===== src/rtl/rhc_pkg.sv =====
// Shared constants and types for the RGB to HSV converter.
`default_nettype none

package rhc_pkg;

  localparam int unsigned CHAN_W = 8;   // one color channel
  localparam int unsigned PIXEL_W = 24; // packed R, G, B
  localparam int unsigned HUE_W = 16;
  localparam int unsigned SAT_W = 16;
  localparam int unsigned HDIV_W = 11;  // 6 * chroma, at most 1530

  localparam logic [HUE_W-1:0] HUE_MAX = '1;
  localparam logic [SAT_W-1:0] SAT_MAX = '1;

  // Hue offset in sixths of a turn, set by the channel swaps
  typedef enum logic [1:0] {
    SEC_ZERO = 2'd0, // no swap: offset 0
    SEC_NEG6 = 2'd1, // green/blue swapped: offset -6
    SEC_NEG2 = 2'd2, // red/green swapped only: offset -2
    SEC_POS4 = 2'd3  // both swapped: offset +4
  } hue_sector_e;

endpackage : rhc_pkg

`default_nettype wire


===== src/rtl/rgb_to_hsv_convert.sv =====
// RGB to HSV converter: pipelined swap-and-offset hue with restoring dividers.
`default_nettype none

// Converts one packed 24-bit RGB pixel per transfer into hue, saturation and
// value. Throughput is one pixel per clock while the output is not stalled.
// The first stage sorts the channels with two conditional swaps, forms chroma
// and the hue numerator; FRACTION_BITS + 1 stages then each produce one
// quotient bit of two restoring dividers running side by side (hue numerator
// over 6 * chroma, chroma over the largest channel); the last stage fixes up
// the saturation quotient, clamps both results to 16 bits and holds the
// output. Hue is a fraction of a full turn scaled by 2^FRACTION_BITS,
// saturation is scaled by 2^FRACTION_BITS - 1, and value is the largest
// channel byte. A gray pixel gives hue 0, a black one gives hue and
// saturation 0. Valid bits travel with the data; a stage that is empty takes
// a new item even while a later stage is stalled, so bubbles are squeezed
// out and stall only reaches the input when every stage holds an item.
module rgb_to_hsv_convert
  import rhc_pkg::*;
#(
  parameter int unsigned FRACTION_BITS = 16
) (
  input  wire logic               clk_i,
  input  wire logic               rst_ni,
  input  wire logic               in_valid_i,
  output logic                    in_stall_o,
  input  wire logic [PIXEL_W-1:0] pixel_rgb_i,
  output logic                    out_valid_o,
  input  wire logic               out_stall_i,
  output logic [HUE_W-1:0]        hue_o,
  output logic [SAT_W-1:0]        saturation_o,
  output logic [CHAN_W-1:0]       brightness_o
);

  // Quotient bits: one integer bit plus the fraction
  localparam int unsigned QW = FRACTION_BITS + 1;
  // Division stages, and all stages including prep and output
  localparam int unsigned NSTEP = QW;
  localparam int unsigned NS = NSTEP + 2;
  // Width used to compare a quotient against the 16-bit limit
  localparam int unsigned EW = QW + HUE_W;

  // ---------------------------------------------------------------------
  // Stage registers, indexed by stage: 0 is the prep stage, k holds the
  // state after k division steps, NS-1 is the output register.
  // ---------------------------------------------------------------------
  logic                 valid_q [NS];
  logic                 rdy     [NS+1];

  logic [HDIV_W-1:0]    h_rem_q [NSTEP+1];
  logic [HDIV_W-1:0]    h_div_q [NSTEP+1];
  logic [QW-1:0]        h_quo_q [NSTEP+1];
  logic [CHAN_W-1:0]    s_rem_q [NSTEP+1];
  logic [CHAN_W-1:0]    s_div_q [NSTEP+1];
  logic [QW-1:0]        s_quo_q [NSTEP+1];
  logic [CHAN_W-1:0]    chroma_q[NSTEP+1];
  logic                 gray_q  [NSTEP+1];
  logic                 black_q [NSTEP+1];

  // A stage advances when it is empty or its successor advances
  assign rdy[NS] = !out_stall_i;
  for (genvar k = 0; k < NS; k++) begin : g_ready
    assign rdy[k] = !valid_q[k] || rdy[k+1];
  end

  assign in_stall_o = !rdy[0];

  always_ff @(posedge clk_i or negedge rst_ni) begin
    if (!rst_ni) begin
      for (int k = 0; k < NS; k++) begin
        valid_q[k] <= 1'b0;
      end
    end else begin
      if (rdy[0]) begin
        valid_q[0] <= in_valid_i;
      end
      for (int k = 1; k < NS; k++) begin
        if (rdy[k]) begin
          valid_q[k] <= valid_q[k-1];
        end
      end
    end
  end

  // ---------------------------------------------------------------------
  // Prep stage: sort channels, track the hue offset, form chroma, the hue
  // numerator |K6 * chroma + (g - b)| and the divisor 6 * chroma.
  // ---------------------------------------------------------------------
  logic [CHAN_W-1:0] r0, g0, b0;
  logic [CHAN_W-1:0] g1, b1, r2, g2, lo;
  logic              swap_gb, swap_rg;
  hue_sector_e       sector;
  logic [CHAN_W-1:0] chroma_d;
  logic [HDIV_W-1:0] six_c;
  logic [12:0]       offs, diff, sum;
  logic [12:0]       mag;

  always_comb begin
    r0 = pixel_rgb_i[23:16];
    g0 = pixel_rgb_i[15:8];
    b0 = pixel_rgb_i[7:0];

    swap_gb = g0 < b0;
    g1      = swap_gb ? b0 : g0;
    b1      = swap_gb ? g0 : b0;
    swap_rg = r0 < g1;
    r2      = swap_rg ? g1 : r0;
    g2      = swap_rg ? r0 : g1;
    lo      = (g2 < b1) ? g2 : b1;

    case ({swap_gb, swap_rg})
      2'b00:   sector = SEC_ZERO;
      2'b10:   sector = SEC_NEG6;
      2'b01:   sector = SEC_NEG2;
      default: sector = SEC_POS4;
    endcase

    chroma_d = r2 - lo;
    six_c    = {1'b0, chroma_d, 2'b00} + {2'b00, chroma_d, 1'b0};

    case (sector)
      SEC_ZERO: offs = '0;
      SEC_NEG6: offs = 13'(-$signed({2'b00, six_c}));
      SEC_NEG2: offs = 13'(-$signed({4'b0000, chroma_d, 1'b0}));
      SEC_POS4: offs = {3'b000, chroma_d, 2'b00};
      default:  offs = '0;
    endcase

    diff = 13'($signed({1'b0, g2}) - $signed({1'b0, b1}));
    sum  = offs + diff;
    mag  = sum[12] ? 13'(-$signed(sum)) : sum;
  end

  always_ff @(posedge clk_i) begin
    if (rdy[0]) begin
      h_rem_q[0]  <= mag[HDIV_W-1:0];
      h_div_q[0]  <= six_c;
      h_quo_q[0]  <= '0;
      s_rem_q[0]  <= chroma_d;
      s_div_q[0]  <= r2;
      s_quo_q[0]  <= '0;
      chroma_q[0] <= chroma_d;
      gray_q[0]   <= (chroma_d == '0);
      black_q[0]  <= (r2 == '0);
    end
  end

  // ---------------------------------------------------------------------
  // Division stages: one restoring step per stage for each divider. The
  // first step compares the unshifted remainder to get the integer bit.
  // ---------------------------------------------------------------------
  for (genvar k = 1; k <= NSTEP; k++) begin : g_step
    logic [HDIV_W:0]   h_trial;
    logic [HDIV_W:0]   h_sub;
    logic              h_ge;
    logic [CHAN_W:0]   s_trial;
    logic [CHAN_W:0]   s_sub;
    logic              s_ge;

    always_comb begin
      if (k == 1) begin
        h_trial = {1'b0, h_rem_q[k-1]};
        s_trial = {1'b0, s_rem_q[k-1]};
      end else begin
        h_trial = {h_rem_q[k-1], 1'b0};
        s_trial = {s_rem_q[k-1], 1'b0};
      end
      h_ge  = h_trial >= {1'b0, h_div_q[k-1]};
      h_sub = h_trial - {1'b0, h_div_q[k-1]};
      s_ge  = s_trial >= {1'b0, s_div_q[k-1]};
      s_sub = s_trial - {1'b0, s_div_q[k-1]};
    end

    always_ff @(posedge clk_i) begin
      if (rdy[k]) begin
        h_rem_q[k]  <= h_ge ? h_sub[HDIV_W-1:0] : h_trial[HDIV_W-1:0];
        h_div_q[k]  <= h_div_q[k-1];
        h_quo_q[k]  <= {h_quo_q[k-1][QW-2:0], h_ge};
        s_rem_q[k]  <= s_ge ? s_sub[CHAN_W-1:0] : s_trial[CHAN_W-1:0];
        s_div_q[k]  <= s_div_q[k-1];
        s_quo_q[k]  <= {s_quo_q[k-1][QW-2:0], s_ge};
        chroma_q[k] <= chroma_q[k-1];
        gray_q[k]   <= gray_q[k-1];
        black_q[k]  <= black_q[k-1];
      end
    end
  end

  // ---------------------------------------------------------------------
  // Output stage. The saturation divider found floor(chroma * 2^F / r);
  // the wanted floor(chroma * (2^F - 1) / r) is one less exactly when the
  // final remainder is below chroma. Clamp both results to 16 bits.
  // ---------------------------------------------------------------------
  logic [EW-1:0]     hue_ext, sat_ext;
  logic [QW-1:0]     sat_adj;
  logic [HUE_W-1:0]  hue_d;
  logic [SAT_W-1:0]  sat_d;
  logic [HUE_W-1:0]  hue_q;
  logic [SAT_W-1:0]  sat_q;
  logic [CHAN_W-1:0] bright_q;

  always_comb begin
    sat_adj = s_quo_q[NSTEP] - QW'(s_rem_q[NSTEP] < chroma_q[NSTEP]);
    hue_ext = EW'(h_quo_q[NSTEP]);
    sat_ext = EW'(sat_adj);

    if (gray_q[NSTEP]) begin
      hue_d = '0;
    end else if (hue_ext > EW'(HUE_MAX)) begin
      hue_d = HUE_MAX;
    end else begin
      hue_d = hue_ext[HUE_W-1:0];
    end

    if (black_q[NSTEP]) begin
      sat_d = '0;
    end else if (sat_ext > EW'(SAT_MAX)) begin
      sat_d = SAT_MAX;
    end else begin
      sat_d = sat_ext[SAT_W-1:0];
    end
  end

  // Hold while stalled; load only when the output register may advance
  always_ff @(posedge clk_i) begin
    if (rdy[NS-1]) begin
      hue_q    <= hue_d;
      sat_q    <= sat_d;
      bright_q <= s_div_q[NSTEP];
    end
  end

  assign out_valid_o  = valid_q[NS-1];
  assign hue_o        = hue_q;
  assign saturation_o = sat_q;
  assign brightness_o = bright_q;

endmodule : rgb_to_hsv_convert

`default_nettype wire


===== config.mk =====
export PLATFORM = sky130hd
export DESIGN_NAME = rgb_to_hsv_convert
export DESIGN_NICKNAME = d
export VERILOG_FILES = /design/src/rtl/rhc_pkg.sv /design/src/rtl/rgb_to_hsv_convert.sv
export SDC_FILE = /design/constraint.sdc
export NUM_CORES = 2
export LEC_CHECK = 0
export ABC_AREA = 1
export BUFFER_PORTS_ARGS = -buffer_cell sky130_fd_sc_hd__buf_2
export CAP_MARGIN = 20
export CORE_MARGIN = 3
export CORE_UTILIZATION = 59
export CTS_CLUSTER_SIZE = 30
export DETAILED_ROUTE_END_ITERATION = 8
export PLACE_DENSITY = 0.75
export SYNTH_ARGS = -nofsm -noshare
export SYNTH_HDL_FRONTEND = slang
export SYNTH_SLANG_ARGS = --single-unit

===== constraint.sdc =====
create_clock -name clk_i -period 34.4 [get_ports clk_i]
set_clock_uncertainty 0.15 [all_clocks]
set_input_delay 1.72 -clock clk_i [delete_from_list [all_inputs] [get_ports clk_i]]
set_output_delay 1.72 -clock clk_i [all_outputs]
set_load 0.02 [all_outputs]

## Word-level counts from Yosys, hierarchy flattened

Memory sizes are Yosys's and may differ from the RTL's. A register that Yosys moved wholly into a read port is not among the register bits.
Cells that the tools add are included.

- Bits in registers: 51
- Latch bits: 0
- RAM bits: 1476
- ROM bits: 0
- Output and inout bits: 42
- Word-level logic and storage cells: 241
- Memories: 9

Memories:

| name | depth | bits a word | rd ports | clocked after Yosys merged registers in | wr ports | RTL line | RTL |
|---|---|---|---|---|---|---|---|
| h_quo_q | 18 | 17 | 18 | 0 | 18 | rgb_to_hsv_convert.sv:51 | `logic [QW-1:0] h_quo_q [NSTEP+1];` |
| s_quo_q | 18 | 17 | 18 | 0 | 18 | rgb_to_hsv_convert.sv:54 | `logic [QW-1:0] s_quo_q [NSTEP+1];` |
| h_div_q | 18 | 11 | 17 | 0 | 18 | rgb_to_hsv_convert.sv:50 | `logic [HDIV_W-1:0] h_div_q [NSTEP+1];` |
| h_rem_q | 18 | 11 | 17 | 0 | 18 | rgb_to_hsv_convert.sv:49 | `logic [HDIV_W-1:0] h_rem_q [NSTEP+1];` |
| chroma_q | 18 | 8 | 18 | 0 | 18 | rgb_to_hsv_convert.sv:55 | `logic [CHAN_W-1:0] chroma_q[NSTEP+1];` |
| s_div_q | 18 | 8 | 18 | 1 | 18 | rgb_to_hsv_convert.sv:53 | `logic [CHAN_W-1:0] s_div_q [NSTEP+1];` |
| +3 memories | - | - | - | - | - | - |  |

- Add/sub/neg operators: 42
- Multipliers: 0
- Div/mod/pow operators: 0
- $lt $le $gt $ge: 40
- Equal/unequal tests: 5
- Shift operators: 0
- Muxes and demuxes: 80
- Bitwise logic cells: 0
- Reduce and logical (&&, ||, !) cells: 44

Operator list:

| operator | count |
|---|---|
| $mux 11 | 18 |
| $ge 12x11->1 | 16 |
| $sub 11x11->11 | 17 |
| $mux 8 | 22 |
| $ge 9x8->1 | 16 |
| $sub 8x8->8 | 18 |
| $pmux 13 s4 | 1 |
| $mux 1 | 36 |
| $gt 17x16->1 const B | 2 |
| $lt 8x8->1 | 4 |
| $mux 16 | 2 |
| $logic_not 1->1 | 21 |
| $logic_or 1x1->1 | 19 |
| $sub 17x1->17 | 1 |
| $logic_not 8->1 | 2 |
| $add 13x13->13 | 1 |
| $neg 11->13 | 1 |
| $neg 9->13 | 1 |
| $add 10x9->11 | 1 |
| $ge 11x11->1 | 1 |
| $neg 11->11 | 1 |
| $sub 8x8->9 | 1 |
| $ge 8x8->1 | 1 |
| $eq 2x2->1 const B | 3 |
| 3 further kinds | 5 |

## Longest topological paths before layout

- Depth after elaboration: 22
- Gate-level depth with buffers: 71

## Worst setup path after synthesis

Ideal clock, no wire load.

- Path type: input -> output
- From: input out_stall_i
- To: output in_stall_o
- Data arrival time: 12.097 ns
- Data required time: 32.530 ns
- Setup slack: 20.433 ns
- Cell stages on the path: 28
- Buffers on the path: 0
- Cell sequence: nand2_2 > nor2_2 > inv_2 > nor2_2 > inv_2 > nor2_2 > inv_2 > nor2_2 > inv_2 > nor2_2 > inv_2 > nor2_2 > inv_2 > nor2_2 > inv_2 > nor2_2 > inv_2 > nor2_4 > nand2_4 > nor2_4 > nand2_4 > nor2_4 > nand2_4 > nor2_4 > nand2_4 > nor2_4 > nand2_2 > inv_2

RTL lines:

| element | RTL line | RTL |
|---|---|---|
| start: declaration | rgb_to_hsv_convert.sv:28 | `input wire logic out_stall_i,` |
| end: declaration | rgb_to_hsv_convert.sv:25 | `output logic in_stall_o,` |

==> impl_results.html <==
<table>
<tr><th>Metric</th><th>Value</th></tr>
<tr><th colspan="2">Run status</th></tr>
<tr><td>Result of the run</td><td>complete, no violations</td></tr>
<tr><th colspan="2">CTS</th></tr>
<tr><td>H-Tree Level Count</td><td>3</td></tr>
<tr><td>Hold_buf cts</td><td>0</td></tr>
<tr><td>Root buffer cell</td><td>clkbuf_16</td></tr>
<tr><td>TritonCTS clock tree</td><td>done</td></tr>
<tr><td>Clock-pin slew reported for the worst setup and hold paths after clock tree synthesis</td><td>60 ps</td></tr>
<tr><td>Clock sinks</td><td>1150</td></tr>
<tr><td>Number of buffers created by CTS</td><td>112</td></tr>
<tr><td>Bufs on Longest Clock Path</td><td>3</td></tr>
<tr><td>Clock latency on the worst-skew pair</td><td>690 ps</td></tr>
<tr><td>Post-CTS Setup Repair Bufs</td><td>0</td></tr>
<tr><td>Gates resized, CTS repair</td><td>0</td></tr>
<tr><th colspan="2">Synth</th></tr>
<tr><td>Netlist area before placement</td><td>53200 µm²</td></tr>
<tr><td>Synthesis warning total</td><td>0</td></tr>
<tr><td>Flop and latch count out of synthesis</td><td>1150</td></tr>
<tr><td>Primary flip-flop cell chosen by synthesis mapping</td><td>edfxtp_1</td></tr>
<tr><td>Fraction of the mapped netlist area in adder cells</td><td>10.0%</td></tr>
<tr><td>Largest family of logic cells by synthesized area</td><td>adder cells</td></tr>
<tr><td>Multiplexer share of the synthesized area</td><td>0.0400%</td></tr>
<tr><td>Simple-gate share of the synthesized area</td><td>8.98%</td></tr>
<tr><td>Sequential area share after synthesis</td><td>64.8%</td></tr>
<tr><td>Cells after synthesis</td><td>4356</td></tr>
<tr><td>Cell types with the largest area share after synthesis</td><td>edfxtp_1 (64%), ha_1 (8.6%), inv_1 (4.4%)</td></tr>
<tr><td>Total nets after synthesis</td><td>4787</td></tr>
<tr><td>Synthesized-area fraction occupied by ao, oa, aoi and oai cells</td><td>7.36%</td></tr>
<tr><td>Async S/R FF share, synth</td><td>1.65%</td></tr>
<tr><td>Mean area per synthesized cell</td><td>12.2 µm²</td></tr>
<tr><td>Post-Synth XOR/XNOR Area</td><td>3.90%</td></tr>
<tr><td>Synth top area share</td><td>63.9%</td></tr>
<tr><td>Number of flops mapped to enable cells by yosys</td><td>1131</td></tr>
<tr><td>Most area-hungry cell type in the Yosys netlist</td><td>edfxtp_1</td></tr>
<tr><td>Distinct cell type count of the synthesized netlist</td><td>54</td></tr>
<tr><th colspan="2">Cells and area</th></tr>
<tr><td>Share of post-route cells with drive strength above 1</td><td>7.08%</td></tr>
<tr><td>Count of filler cells inserted in the layout</td><td>6176</td></tr>
<tr><td>Top library cells by usage in the layout, fill and taps aside</td><td>edfxtp_1 (1131), inv_1 (622), nand2_1 (542), ha_1 (366), nor2_1 (350)</td></tr>
<tr><td>Area added between synthesis and finish</td><td>10.5%</td></tr>
<tr><td>Cell area after layout</td><td>58800 µm²</td></tr>
<tr><td>Antenna fix cells</td><td>0</td></tr>
<tr><td>Area used by multi-input combinational logic</td><td>16100 µm²</td></tr>
<tr><td>Sequential cell area</td><td>34400 µm²</td></tr>
<tr><td>Most common cell after layout, fill and taps aside</td><td>edfxtp_1</td></tr>
<tr><td>Total number of nets in the final design</td><td>4936</td></tr>
<tr><th colspan="2">GRT</th></tr>
<tr><td>GR Overflow Total</td><td>0</td></tr>
<tr><td>GRT Total Usage</td><td>19.0%</td></tr>
<tr><td>Vias in the first global route</td><td>30800</td></tr>
<tr><td>Maximum number of pins on one net before global-route repair</td><td>80</td></tr>
<tr><td>First-pass GRT wire length</td><td>146000 µm</td></tr>
<tr><td>Initial antenna violation count</td><td>0</td></tr>
<tr><th colspan="2">Place</th></tr>
<tr><td>Routability congestion estimate from global placement</td><td>0.884</td></tr>
<tr><td>Sum of net half-perimeters after detailed placement</td><td>62200 µm</td></tr>
<tr><td>Cell area after placement</td><td>54900 µm²</td></tr>
<tr><td>Number of buffer cells added on primary ports</td><td>69</td></tr>
<tr><td>Post-Place Worst Slack</td><td>21060 ps</td></tr>
<tr><th colspan="2">Detailed routing</th></tr>
<tr><td>First-pass iteration count of the detailed router</td><td>5</td></tr>
<tr><td>Average detailed-routed wire length per instance</td><td>15.3 µm</td></tr>
<tr><td>Post-Route WL</td><td>88000 µm</td></tr>
<tr><td>DRC Markers</td><td>0</td></tr>
<tr><td>Post-route ant nets</td><td>0</td></tr>
<tr><td>Number of DRC violations after detailed-routing iteration 0</td><td>1720</td></tr>
<tr><td>Vias</td><td>30600</td></tr>
<tr><td>Vias per std cell</td><td>5.30</td></tr>
<tr><th colspan="2">STA</th></tr>
<tr><td>Highest Clock Rate</td><td>0.0757 GHz</td></tr>
<tr><td>Setup_tns</td><td>0 ps</td></tr>
<tr><td>RSZ-0062 raised after global routing</td><td>false</td></tr>
<tr><td>Worst slack on hold paths</td><td>225 ps</td></tr>
<tr><td>Number of setup violations in the final report</td><td>0</td></tr>
<tr><td>Worst setup slack after layout</td><td>21200 ps</td></tr>
<tr><td>Hold violation total from the final report</td><td>0</td></tr>
<tr><td>Crit path time final</td><td>13200 ps</td></tr>
<tr><td>Pin slew with the least headroom to its limit</td><td>990 ps</td></tr>
<tr><td>Final critical-path share of the clock period</td><td>38.4%</td></tr>
<tr><td>Slew Limit Fails</td><td>0</td></tr>
<tr><td>Relative max-transition margin</td><td>33.8%</td></tr>
<tr><th colspan="2">Critical path</th></tr>
<tr><td>Slowest library cell on the worst path</td><td>buf_4</td></tr>
<tr><td>CP peak stage delay</td><td>730 ps</td></tr>
<tr><td>CP Class</td><td>in2out</td></tr>
<tr><td>Startpoint types</td><td>input pin</td></tr>
<tr><td>Slack of the worst reg-to-reg path</td><td>24000 ps</td></tr>
<tr><td>Maximum fanout along the worst path</td><td>79</td></tr>
<tr><td>Arrival time worst endpoint</td><td>11330 ps</td></tr>
<tr><td>Critical path required time</td><td>32530 ps</td></tr>
<tr><td>Most repeated library cell on the critical path</td><td>inv_2</td></tr>
<tr><td>Critical Path End Type</td><td>output pin</td></tr>
<tr><th colspan="2">Floorplanning</th></tr>
<tr><td>Row cnt</td><td>109</td></tr>
<tr><td>Width of the die</td><td>306 µm</td></tr>
<tr><td>I/O pin cnt</td><td>70</td></tr>
<tr><td>Core area</td><td>88900 µm²</td></tr>
<tr><td>Total Die Area</td><td>93800 µm²</td></tr>
<tr><td>Die height</td><td>306 µm</td></tr>
<tr><td>Initial Utilization</td><td>59.8%</td></tr>
<tr><th colspan="2">Worst hold path</th></tr>
<tr><td>HP Class</td><td>reg2reg</td></tr>
<tr><th colspan="2">Job</th></tr>
<tr><td>Max-Cap Viols</td><td>0</td></tr>
</table>
## per-stage QoR
| stage | instances | util, % |
|---|---|---|
| 6_report | 5769 | 66.1 |
| 4_1_cts | 5765 | 66.1 |
| 2_1_floorplan | 4356 | - |
| 5_1_grt | 5769 | 66.1 |
| 3_5_place_dp | 5552 | 61.7 |
| 3_3_place_gp | 5552 | 61.7 |
## metal layers
| layer | up-vias | track usage [%] | part of all wire, % | wire [µm] |
|---|---|---|---|---|
| met5 | - | 0 | 0 | 0 |
| met4 | 0 | 6.66 | 3.4 | 2960 |
| met3 | 197 | 2.72 | 3.3 | 2880 |
| met2 | 529 | 37.3 | 55 | 48500 |
| met1 | 14400 | 20.8 | 38 | 33600 |
| li1 | 15400 | - | - | - |
## cells by family after synthesis
family,after synthesis
mux,2
simple gates,1144
fa+ha+maj,403
buf+inv,701
compound gates,721
flops,1150
xor+xnor,235
## path summary, 6_finish.rpt
check	from	to	depth (start not counted)
worst min register to register	h_quo_q[6][4]$_DFFE_PP_	h_quo_q[7][5]$_DFFE_PP_	0
worst min-delay path	h_quo_q[6][4]$_DFFE_PP_	h_quo_q[7][5]$_DFFE_PP_	0
max in group asynchronous	rst_ni	valid_q[12]$_DFFE_PN0P_	1
worst max register to register	out_valid_o$_DFFE_PN0P_	h_div_q[1][8]$_DFFE_PP_	34
min in group asynchronous	rst_ni	out_valid_o$_DFFE_PN0P_	1
worst max-delay path	out_stall_i	in_stall_o	36
## sequential cells by signal, summed over array words and instances (netlist names)
name	flops
black_q	18
brightness_o	8
chroma_q	136
gray_q	18
h_div_q	153
h_quo_q	153
h_rem_q	172
hue_o	16
out_valid_o	1
s_div_q	144
s_quo_q	153
s_rem_q	144
saturation_o	16
valid_q	18
## synthesized netlist by cell type, types with 3 or more instances
library cell  number
fa_1              37
a31oi_1           14
o311ai_0           3
o211ai_1           3
o21bai_1          16
clkinv_1           6
a311oi_1           4
nand2_4            4
dfrtp_1           19
o221ai_1          11
inv_2             17
xor2_1           155
nor3_1            49
a211oi_1          10
o31ai_1           29
nor2_2            10
edfxtp_1        1131
nor2_1           350
nor2_4             5
xnor2_1           78
inv_1            627
nand2_1          542
o21a_1             5
nor4_1            10
and2_1            16
or2_2             13
a21o_1             9
nand2_2            7
nand3_1          107
clkbuf_1          46
o21ai_1           11
o22ai_1            8
a21oi_1          246
ha_1             366
o21ai_0          344
nand4_1           25
## worst max-delay path, delay by kind of cell
family                 cells  cell delay, ps
and+or+nand+nor           19            4550
buffers and inverters     17            4910
## cell type report
class / count / area share, %
Inverter: 651 / 4.16
Clock inverter: 77 / 1.59
Multi-Input combinational cell: 2505 / 27.4
Timing Repair Buffer: 85 / 0.834
Sequential cell: 1150 / 58.6
Clock buffer: 136 / 4.95
Tap cell: 1165 / 2.48
Power is left out: the tool's default activity adds up to more than one toggle a clock period on the data nets, which glitch-free logic cannot reach.
